==> src/design/rfrc_pkg.sv <==
// Shared types, constants and status codes for the radio frame receive checker.
package rfrc_pkg;

	localparam logic [7:0] FrameLength    = 8'd27;
	localparam logic [4:0] LastPosition   = 5'd29;
	localparam int         LqiCrcBit      = 7;
	localparam logic [7:0] SyncByteReset  = 8'hA5;

	localparam logic [2:0] ST_OK       = 3'd0;
	localparam logic [2:0] ST_LENGTH   = 3'd1;
	localparam logic [2:0] ST_MISMATCH = 3'd2;
	localparam logic [2:0] ST_OVERFLOW = 3'd3;
	localparam logic [2:0] ST_START    = 3'd4;

	typedef struct packed {
		logic [7:0] data;
		logic [4:0] pos;
		logic [2:0] reject;
	} q_entry_t;

	typedef struct packed {
		logic     valid;
		q_entry_t entry;
	} q_beat_t;

endpackage

==> src/design/rfrc_front.sv <==
// Front end: tracks the byte position, screens the length byte and overflow flag and tags each beat.
module rfrc_front (
	input  logic                clk,
	input  logic                arst_n,
	input  logic                accept,
	input  logic [7:0]          rx_byte,
	input  logic                fifo_overflow,
	output rfrc_pkg::q_beat_t   push
);

	logic [4:0] pos_q;

	always_comb begin
		push.valid        = 1'b0;
		push.entry.data   = rx_byte;
		push.entry.pos    = pos_q;
		push.entry.reject = rfrc_pkg::ST_OK;
		if (accept) begin
			if (pos_q != 5'd0) begin
				push.valid = 1'b1;
			end else if (fifo_overflow) begin
				push.valid        = 1'b1;
				push.entry.reject = rfrc_pkg::ST_OVERFLOW;
			end else if (rx_byte != rfrc_pkg::FrameLength) begin
				push.valid        = 1'b1;
				push.entry.reject = rfrc_pkg::ST_LENGTH;
			end
		end
	end

	always_ff @(posedge clk or negedge arst_n) begin
		if (!arst_n) begin
			pos_q <= 5'd0;
		end else if (accept) begin
			if (pos_q == 5'd0) begin
				if (!fifo_overflow && rx_byte == rfrc_pkg::FrameLength) begin
					pos_q <= 5'd1;
				end
			end else if (pos_q == rfrc_pkg::LastPosition) begin
				pos_q <= 5'd0;
			end else begin
				pos_q <= pos_q + 5'd1;
			end
		end
	end

endmodule

==> src/design/rfrc_queue.sv <==
// Two-entry queue that decouples the front end from the back end.
module rfrc_queue (
	input  logic                clk,
	input  logic                arst_n,
	input  rfrc_pkg::q_beat_t   push,
	input  logic                pop,
	output logic                full,
	output rfrc_pkg::q_beat_t   head
);

	rfrc_pkg::q_entry_t mem_q [2];
	logic               wr_ptr_q;
	logic               rd_ptr_q;
	logic [1:0]         count_q;
	logic               do_push;
	logic               do_pop;

	assign full       = (count_q == 2'd2);
	assign head       = {(count_q != 2'd0), mem_q[rd_ptr_q]};
	assign do_push    = push.valid && !full;
	assign do_pop     = pop && head.valid;

	always_ff @(posedge clk) begin
		if (do_push) begin
			mem_q[wr_ptr_q] <= push.entry;
		end
	end

	always_ff @(posedge clk or negedge arst_n) begin
		if (!arst_n) begin
			wr_ptr_q <= 1'b0;
			rd_ptr_q <= 1'b0;
			count_q  <= 2'd0;
		end else begin
			if (do_push) begin
				wr_ptr_q <= ~wr_ptr_q;
			end
			if (do_pop) begin
				rd_ptr_q <= ~rd_ptr_q;
			end
			case ({do_push, do_pop})
				2'b10:   count_q <= count_q + 2'd1;
				2'b01:   count_q <= count_q - 2'd1;
				default: count_q <= count_q;
			endcase
		end
	end

endmodule

==> src/design/rfrc_back.sv <==
// Back end: keeps the key, decodes the frame body, sums it and registers the result.
module rfrc_back (
	input  logic                clk,
	input  logic                arst_n,
	input  logic [7:0]          sync_byte,
	input  rfrc_pkg::q_beat_t   head,
	output logic                pop,
	output logic                out_valid,
	input  logic                out_stall,
	output logic [2:0]          status,
	output logic [31:0]         random_key,
	output logic [31:0]         source_address,
	output logic [31:0]         destination_address,
	output logic [31:0]         command_word,
	output logic [31:0]         payload_word
);

	logic [7:0]  key_q   [4];
	logic [31:0] words_q [4];
	logic [31:0] cks_q;
	logic [12:0] sum_q;
	logic        sc_ok_q;
	logic        out_valid_q;

	logic [7:0]  b;
	logic [4:0]  p;
	logic [1:0]  lane;
	logic [1:0]  widx;
	logic [7:0]  dec;
	logic [2:0]  final_status;
	logic        emit;

	assign b    = head.entry.data;
	assign p    = head.entry.pos;
	assign lane = p[1:0];
	assign widx = 2'(p[4:2] - 3'd2);
	assign dec  = b - key_q[lane];
	assign pop  = head.valid && (!out_valid_q || !out_stall);
	assign emit = pop && (p == 5'd0 || p == rfrc_pkg::LastPosition);
	assign out_valid = out_valid_q;

	always_comb begin
		if (!b[rfrc_pkg::LqiCrcBit]) begin
			final_status = rfrc_pkg::ST_MISMATCH;
		end else if (!sc_ok_q) begin
			final_status = rfrc_pkg::ST_START;
		end else if (cks_q != {19'd0, sum_q}) begin
			final_status = rfrc_pkg::ST_MISMATCH;
		end else begin
			final_status = rfrc_pkg::ST_OK;
		end
	end

	always_ff @(posedge clk) begin
		if (pop) begin
			if (p >= 5'd4 && p <= 5'd7) begin
				key_q[lane] <= b;
			end
			if (p >= 5'd8 && p <= 5'd23) begin
				words_q[widx][{lane, 3'b000} +: 8] <= dec;
			end
		end
		if (emit) begin
			if (p == 5'd0) begin
				status              <= head.entry.reject;
				random_key          <= 32'd0;
				source_address      <= 32'd0;
				destination_address <= 32'd0;
				command_word        <= 32'd0;
				payload_word        <= 32'd0;
			end else begin
				status              <= final_status;
				random_key          <= {key_q[3], key_q[2], key_q[1], key_q[0]};
				source_address      <= words_q[0];
				destination_address <= words_q[1];
				command_word        <= words_q[2];
				payload_word        <= words_q[3];
			end
		end
	end

	always_ff @(posedge clk or negedge arst_n) begin
		if (!arst_n) begin
			cks_q       <= 32'd0;
			sum_q       <= 13'd0;
			sc_ok_q     <= 1'b0;
			out_valid_q <= 1'b0;
		end else begin
			if (emit) begin
				out_valid_q <= 1'b1;
			end else if (!out_stall) begin
				out_valid_q <= 1'b0;
			end
			if (pop) begin
				if (p == 5'd1) begin
					sc_ok_q <= (b == sync_byte);
					sum_q   <= 13'd0;
				end else if (p >= 5'd4 && p <= 5'd7) begin
					sum_q <= sum_q + {5'd0, b};
				end else if (p >= 5'd8 && p <= 5'd23) begin
					sum_q <= sum_q + {5'd0, dec};
				end else if (p >= 5'd24 && p <= 5'd27) begin
					cks_q[{lane, 3'b000} +: 8] <= b;
				end
			end
		end
	end

endmodule

==> src/design/rf_frame_receive_check.sv <==
// Top level of the radio frame checker: front end, queue, back end and sync byte register.
// The block takes one receive FIFO byte per cycle, back to back, as long as the result side keeps
// up. The front end tags each byte with its frame position and screens the length byte, a
// two-entry queue carries the tagged beats, and the back end decodes and sums them. The result is
// registered in the back end when it pops the beat that ends the frame, or a rejected length byte,
// from the queue, and out_valid is raised from a register set together with it. While a result
// waits, the back end stops taking beats, the queue fills to two entries and then the input stalls.
module rf_frame_receive_check (
	input  logic        clk,
	input  logic        arst_n,
	input  logic        cfg_we,
	input  logic [7:0]  cfg_wdata,
	input  logic        in_valid,
	output logic        in_stall,
	input  logic [7:0]  rx_byte,
	input  logic        fifo_overflow,
	output logic        out_valid,
	input  logic        out_stall,
	output logic [2:0]  status,
	output logic [31:0] random_key,
	output logic [31:0] source_address,
	output logic [31:0] destination_address,
	output logic [31:0] command_word,
	output logic [31:0] payload_word
);

	logic [7:0]        sync_byte_q;
	logic              accept;
	logic              pop;
	rfrc_pkg::q_beat_t push;
	rfrc_pkg::q_beat_t head;

	assign accept = in_valid && !in_stall;

	always_ff @(posedge clk or negedge arst_n) begin
		if (!arst_n) begin
			sync_byte_q <= rfrc_pkg::SyncByteReset;
		end else if (cfg_we) begin
			sync_byte_q <= cfg_wdata;
		end
	end

	rfrc_front u_front (
		.clk           (clk),
		.arst_n        (arst_n),
		.accept        (accept),
		.rx_byte       (rx_byte),
		.fifo_overflow (fifo_overflow),
		.push          (push)
	);

	rfrc_queue u_queue (
		.clk    (clk),
		.arst_n (arst_n),
		.push   (push),
		.pop    (pop),
		.full   (in_stall),
		.head   (head)
	);

	rfrc_back u_back (
		.clk                 (clk),
		.arst_n              (arst_n),
		.sync_byte           (sync_byte_q),
		.head                (head),
		.pop                 (pop),
		.out_valid           (out_valid),
		.out_stall           (out_stall),
		.status              (status),
		.random_key          (random_key),
		.source_address      (source_address),
		.destination_address (destination_address),
		.command_word        (command_word),
		.payload_word        (payload_word)
	);

	a_full_has_head: assert property (@(posedge clk) disable iff (!arst_n)
		in_stall |-> head.valid)
		else $error("queue full without a head entry");

	a_status_range: assert property (@(posedge clk) disable iff (!arst_n)
		out_valid |-> (status <= rfrc_pkg::ST_START))
		else $error("status code out of range");

	a_reject_zero: assert property (@(posedge clk) disable iff (!arst_n)
		out_valid && (status == rfrc_pkg::ST_LENGTH || status == rfrc_pkg::ST_OVERFLOW)
		|-> (random_key == 32'd0 && source_address == 32'd0 && payload_word == 32'd0))
		else $error("rejected frame carries nonzero fields");

	a_pop_needs_room: assert property (@(posedge clk) disable iff (!arst_n)
		pop |-> (head.valid && (!out_valid || !out_stall)))
		else $error("back end popped while its result was held");

endmodule

==> config.mk <==
export PLATFORM = sky130hd
export DESIGN_NAME = rf_frame_receive_check
export DESIGN_NICKNAME = d
export VERILOG_FILES = /design/src/design/rfrc_pkg.sv /design/src/design/rfrc_front.sv /design/src/design/rfrc_queue.sv /design/src/design/rfrc_back.sv /design/src/design/rf_frame_receive_check.sv
export SDC_FILE = /design/constraint.sdc
export NUM_CORES = 1
export LEC_CHECK = 0
export BUFFER_PORTS_ARGS = -buffer_cell sky130_fd_sc_hd__buf_2
export CAP_MARGIN = 20
export CORE_ASPECT_RATIO = 0.8
export CORE_UTILIZATION = 30
export CTS_CLUSTER_SIZE = 30
export DETAILED_ROUTE_END_ITERATION = 8
export SLEW_MARGIN = 0
export SYNTH_ARGS = -nofsm -noshare
export SYNTH_HDL_FRONTEND = slang
export SYNTH_SLANG_ARGS = --single-unit
==> constraint.sdc <==
create_clock -name clk -period 23.3 [get_ports clk]
set_input_delay 2.33 -clock clk [delete_from_list [all_inputs] [get_ports clk]]
set_output_delay 2.33 -clock clk [all_outputs]
set_load 0.01 [all_outputs]
==> impl_metrics.toml, run 1 <==
[status]
status = "finished clean"

[place]
dpl.hpwl_um = 26190
portBuffers = 186
place_inst = 1922
placed_cell_area_mm2 = 0.01824
gp_congestion = 0.8893

[synthesis]
netlist_area_mm2 = 0.01643
ys_types = 62
synth_top_area_share_pct = 64.50
synth.area.top_cells = "edfxtp_1, dfrtp_1, and2_1"
synth_area_leader_cell = "edfxtp_1"
synth_most_common_cell = "edfxtp_1"
ys_seq_area_share_pct = 74.27
syn_area_per_cell_um2 = 15.65
ys.warnings.count = 0
synth_commonest_cells = "edfxtp_1, and2_1, dfrtp_1"
synth-seq-cells = 417
postSynthNetCount = 1101
syn_inst = 1050
synth_edf_count = 353
async_flop_share_pct = 15.35
ys.flop_type = "edfxtp_1"

[route]
drtIter0Drc = 979
via_per_inst = 4.550
routed_wl_um = 37680
vias = 9082
detail_route.first_pass.iterations = 5
drc = 0
antenna_left = 0
drt-wirelength-per-cell_um = 18.88

[die]
die_h_um = 211.3
initial_core_util_pct = 30.43
io-pin-count = 187
core_mm2 = 0.05401
die_area_mm2 = 0.05573
rows = 76
die_x_um = 263.7

[pwr]
power_density_mw_per_mm2 = 134.6
ir_drop_uv = 89.44
cellLeakagePower_nw = 7.264

[timing]
timing.hold.ws_ps = 480.7
rsz0062_at_grt = "false"
slew_violations = 0
clock.fmax_ghz = 0.1751
final.min_clock_period_ps = 5712
finalSetupViolations = 0
fin_skew_ps = 24.76
period_share_pct = 24.52
hold_viol = 0
tns_ps = 0
worst_pin_slew_ps = 1020
slew_headroom_pct = 31.84

[critical_path]
cp_max_fo = 16
arrival_ps = 6200
cpPeakStageDelay_ps = 770
crit_chain = "buf_4, mux2i_2, buf_4, mux4_1, ha_1, fa_1, nor2b_1, o21ai_0, a21o_1, a211oi_1, mux2i_1, ha_1, nor2_1, a21oi_1, a31oi_1, or4_1, a21boi_1"
start_kind = "flip-flop"
r2r_cells = 17
crit_path_end_kind = "flip-flop"
crit_type = "reg2reg"
required_ps = 23790
cp.depth = 17
cp.buffers_inverters = 2
critPathTopFamily = "compound AO/OA/AOI/OAI gates"
slowest_stage = "dfrtp_1"

[min_path]
hold_depth = 2
hold_path_class = "reg2reg"

[flow_run]
maxCapViolations = 0

[global_route]
grt_first_pass_wirelength_um = 55950
grt_antenna_before_repair = 1
gr-usage-all-layers_pct = 13.41
first_global_vias = 8968
grt.overflow.total = 0
grt_max_degree = 98

[layout]
num_antenna_cells = 0
final_nets = 1316
instances_no_fill = 1996
final_layout_size_suffix_gt1_share_pct = 22.72
fillers = 5168
final_area_mm2 = 0.01959
area_growth_pct = 19.19

[cts]
cts_resized = 0
numCtsBuffers = 42
clk_pin_slew_ps = 60
clock_latency_ps = 570
ctsHoldBuffers = 0
cts.root.buffer_cell = "clkbuf_16"
cts.sinks = 417
htree_levels = 2
cts_max_path_buffers = 3
cts_setup_buffers = 0
cts_tree = "done"
## metal layers
metal / wire length (µm) / global-route usage [%] / share of wire [%]
met4: 872 / 4.315 / 2.3
met3: 2258 / 3.013 / 6.0
met2: 16700 / 20.23 / 44
met5: 0 / 0 / 0
met1: 17850 / 19.12 / 47
## power by group
group | internal, mW | switching [mW] | leakage [nW] | total (mW)
combinational | 0.319 | 0.583 | 2.55 | 0.902
clock | 0.379 | 0.284 | 0.643 | 0.663
sequential | 1.01 | 0.0663 | 4.07 | 1.07
## sequential cells by signal (all words and copies together), names as in the netlist, 5 cells and up
register / flops
source_address: 32
u_back.words_q: 128
destination_address: 32
random_key: 31
u_back.sum_q: 13
sync_byte_q: 8
command_word: 32
u_front.pos_q: 5
payload_word: 32
u_back.cks_q: 32
u_back.key_q: 32
u_queue.mem_q: 30
## cell type report
| cell class | instances | area (µm²) | share of cell area [%] |
|---|---|---|---|
| sequential | 417 | 12210 | 62.32 |
| multi-input combinational | 566 | 3958 | 20.20 |
| timing repair buffer | 207 | 1092 | 5.577 |
| clock buffer | 52 | 1089 | 5.557 |
| tap | 702 | 878.3 | 4.484 |
| clock inverter | 21 | 247.7 | 1.265 |
| inverter | 31 | 116.4 | 0.5941 |
## worst register-to-register path: stages, from the launching register on
cell,delay (ps)
dfrtp_1,770
buf_4,380
mux2i_2,240
buf_4,290
mux4_1,610
ha_1,230
fa_1,410
nor2b_1,120
o21ai_0,140
a21o_1,230
a211oi_1,640
mux2i_1,230
ha_1,370
nor2_1,60
a21oi_1,190
a31oi_1,180
or4_1,420
a21boi_1,160
## path summary, 6_finish.rpt
kind	slack, ps	endpoint	start
setup / recovery	17590	u_back.sum_q[11]	u_queue.rd_ptr_q
hold / removal	480	u_back.cks_q[26]	u_back.cks_q[26]
setup reg to reg	17590	u_back.sum_q[11]	u_queue.rd_ptr_q
hold reg to reg	480	u_back.cks_q[26]	u_back.cks_q[26]
max in group asynchronous	20730	u_back.sum_q[10]	arst_n
min in group asynchronous	1960	u_back.out_valid	arst_n
## cells in the final DEF, fill, tap and decap left out, types with 10 or more instances in the layout
| cell type | instances |
|---|---|
| edfxtp_1 | 353 |
| buf_2 | 186 |
| and2_1 | 163 |
| dfrtp_1 | 60 |
| nor2_1 | 59 |
| nand2_1 | 53 |
| o31ai_1 | 43 |
| clkbuf_16 | 42 |
| inv_1 | 30 |
| ha_1 | 27 |
| xor2_1 | 23 |
| buf_4 | 20 |
| mux2i_1 | 18 |
| o21ai_0 | 15 |
| nand3_1 | 15 |
| xnor2_1 | 13 |
| mux2_2 | 11 |
| a21oi_1 | 10 |
| nor4_1 | 10 |
| clkbuf_1 | 10 |
## per-stage QoR
step	total power, mW	setup slack (ps)	utilization [%]
after floorplan	1.703	12140	-
after global placement	1.966	17880	33.77
after detailed placement	1.986	17630	33.77
after CTS	2.659	17580	36.24
after global routing	2.789	17320	36.27
final	2.637	17590	36.27
## cell families (layout without fill, tap and decap cells)
family	Yosys count	in the layout	synth area share, %
adder cells (fa/ha/maj)	29	29	2.299
buffers and inverters	67	311	1.713
XOR/XNOR	36	36	1.919
AO/OA/AOI/OAI	106	106	4.515
AND/OR/NAND/NOR	354	354	11.80
multiplexers	41	41	3.479
flip-flops	417	417	74.27
(Power assumes the default switching activity.)
==> run 2, diff against run 1 <==
==> constraint.sdc (replaced) <==
create_clock -name clk -period 4.7 [get_ports clk]
set_input_delay 0.47 -clock clk [delete_from_list [all_inputs] [get_ports clk]]
set_output_delay 0.47 -clock clk [all_outputs]
set_load 0.01 [all_outputs]
==> impl_metrics.toml, run 2 (same netlist as run 1, synthesis figures left out) <==
[cts]
cts.root.buffer_cell = "clkbuf_16"
numCtsBuffers = 43
cts.sinks = 417
cts_tree = "done"
clock_latency_ps = 550
htree_levels = 2
clk_pin_slew_ps = 60
cts_max_path_buffers = 3

[pwr]
cellLeakagePower_nw = 7.353
ir_drop_uv = 376.5
power_density_mw_per_mm2 = 685.2

[route]
drc = 0
detail_route.first_pass.iterations = 5
via_per_inst = 4.548
drt-wirelength-per-cell_um = 19.06
antenna_left = 0
drtIter0Drc = 697
routed_wl_um = 38240
vias = 9123

[global_route]
grt_antenna_before_repair = 0
gr-usage-all-layers_pct = 13.68
first_global_vias = 9071
grt_max_degree = 108
grt_first_pass_wirelength_um = 57160
grt.overflow.total = 0

[layout]
final_cell_mix = "edfxtp_1, buf_2, and2_1"
final_nets = 1325
area_growth_pct = 20.23
largest_register_ffs = 128
fillers = 5176
final_layout_size_suffix_gt1_share_pct = 23.62
final_common_cell = "edfxtp_1"
num_antenna_cells = 0
regMostFlops = "u_back.words_q"

[critical_path]
arrival_ps = 4750
required_ps = 5170
crit_path_end_kind = "flip-flop"
cp_max_fo = 15
start_kind = "flip-flop"
crit_type = "reg2reg"
r2r_slack_ps = 420

[die]
core_mm2 = 0.05401
initial_core_util_pct = 30.43
rows = 76
io-pin-count = 187
die_h_um = 211.3
die_area_mm2 = 0.05573
die_x_um = 263.7

[timing]
period_share_pct = 91.15
slew_violations = 0
slew_headroom_pct = 25.41
tns_ps = 0
finalSetupViolations = 0
rsz0062_at_grt = "false"
timing.hold.ws_ps = 126.1
hold_viol = 0
final.min_clock_period_ps = 4284
worst_pin_slew_ps = 1115
clock.fmax_ghz = 0.2334
fin_skew_ps = 23.93

[place]
dpl.hpwl_um = 26850
gp_congestion = 0.8453
portBuffers = 186

[min_path]
hold_path_class = "in2reg"

[status]
status = "finished clean"

[flow_run]
maxCapViolations = 0
-- run 2: cell count changes in the layout (fill, tap and decap cells not counted), sizes merged --
cell and delta:
buf +7, bufinv +1, clkbuf -1, dlygate4sd3 +1
inv +2
-- run 2: repair_timing --
item                                    CTS  global route
hold endpoints to repair                 10             0
setup buffers                             0             0
gates resized for setup                   0             4
endpoints found under the setup margin    0             3
hold buffers                              1             0
-- run 2: layout make-up --
cell class	count	area, µm²	share of cell area (%)
clock buffer	51	1137	5.756
inverter	31	116.4	0.5889
multi-input combinational	566	3964	20.06
clock inverter	24	275.3	1.393
sequential	417	12210	61.78
timing repair buffer	215	1180	5.971
tap	702	878.3	4.445
-- run 2: worst paths after layout --
check                            startpoint                   end  cells after the start
max in group asynchronous            arst_n      u_queue.rd_ptr_q                      3
max                        u_queue.rd_ptr_q      u_back.sum_q[11]                     15
min                              rx_byte[7]  u_queue.mem_q[1][15]                      1
min in group asynchronous            arst_n    u_queue.count_q[0]                      2
max reg2reg                u_queue.rd_ptr_q      u_back.sum_q[11]                     15
min reg2reg                u_back.cks_q[25]      u_back.cks_q[25]                      2
-- run 2: critical path, cell delays in order, from the launching register on --
cell and delay [ps]:
dfrtp_2 420, mux2i_2 280, buf_6 230, mux4_2 550, fa_1 450, nor2b_1 120, o21ai_0 150, a2111oi_2 400
a211oi_1 120, mux2i_1 230, ha_1 260, nor2_1 80, a21oi_1 180, a31oi_1 170, or4_1 420, a21boi_1 150
-- run 2: metrics by stage --
stage          setup slack, ps  instances  total power [mW]  util (%)  cell area [µm²]
3_3_place_gp             389.3       1930             10.13     33.93            18330
6_report                 415.9       2006             13.54     36.58            19760
3_5_place_dp             287.1       1930             10.20     33.93            18330
5_1_grt                  21.89       2006             14.32     36.58            19760
2_1_floorplan            36.45       1050             8.390         -            16450
4_1_cts                  250.2       2006             13.68     36.56            19750
-- run 2: power breakdown --
part / switching [mW] / leakage [nW] / total [mW] / internal (mW)
sequential: 0.316 / 4.07 / 5.30 / 4.99
combinational: 3.08 / 2.59 / 4.81 / 1.73
clock: 1.41 / 0.689 / 3.42 / 2.02
-- run 2: per-layer routing --
metal | vias up | wire length (µm) | global-route usage (%)
li1 | 4320 | - | -
met2 | 272 | 16950 | 20.86
met3 | 58 | 2497 | 3.501
met1 | 4473 | 18010 | 19.43
met5 | - | 0 | 0
met4 | 0 | 786 | 3.388
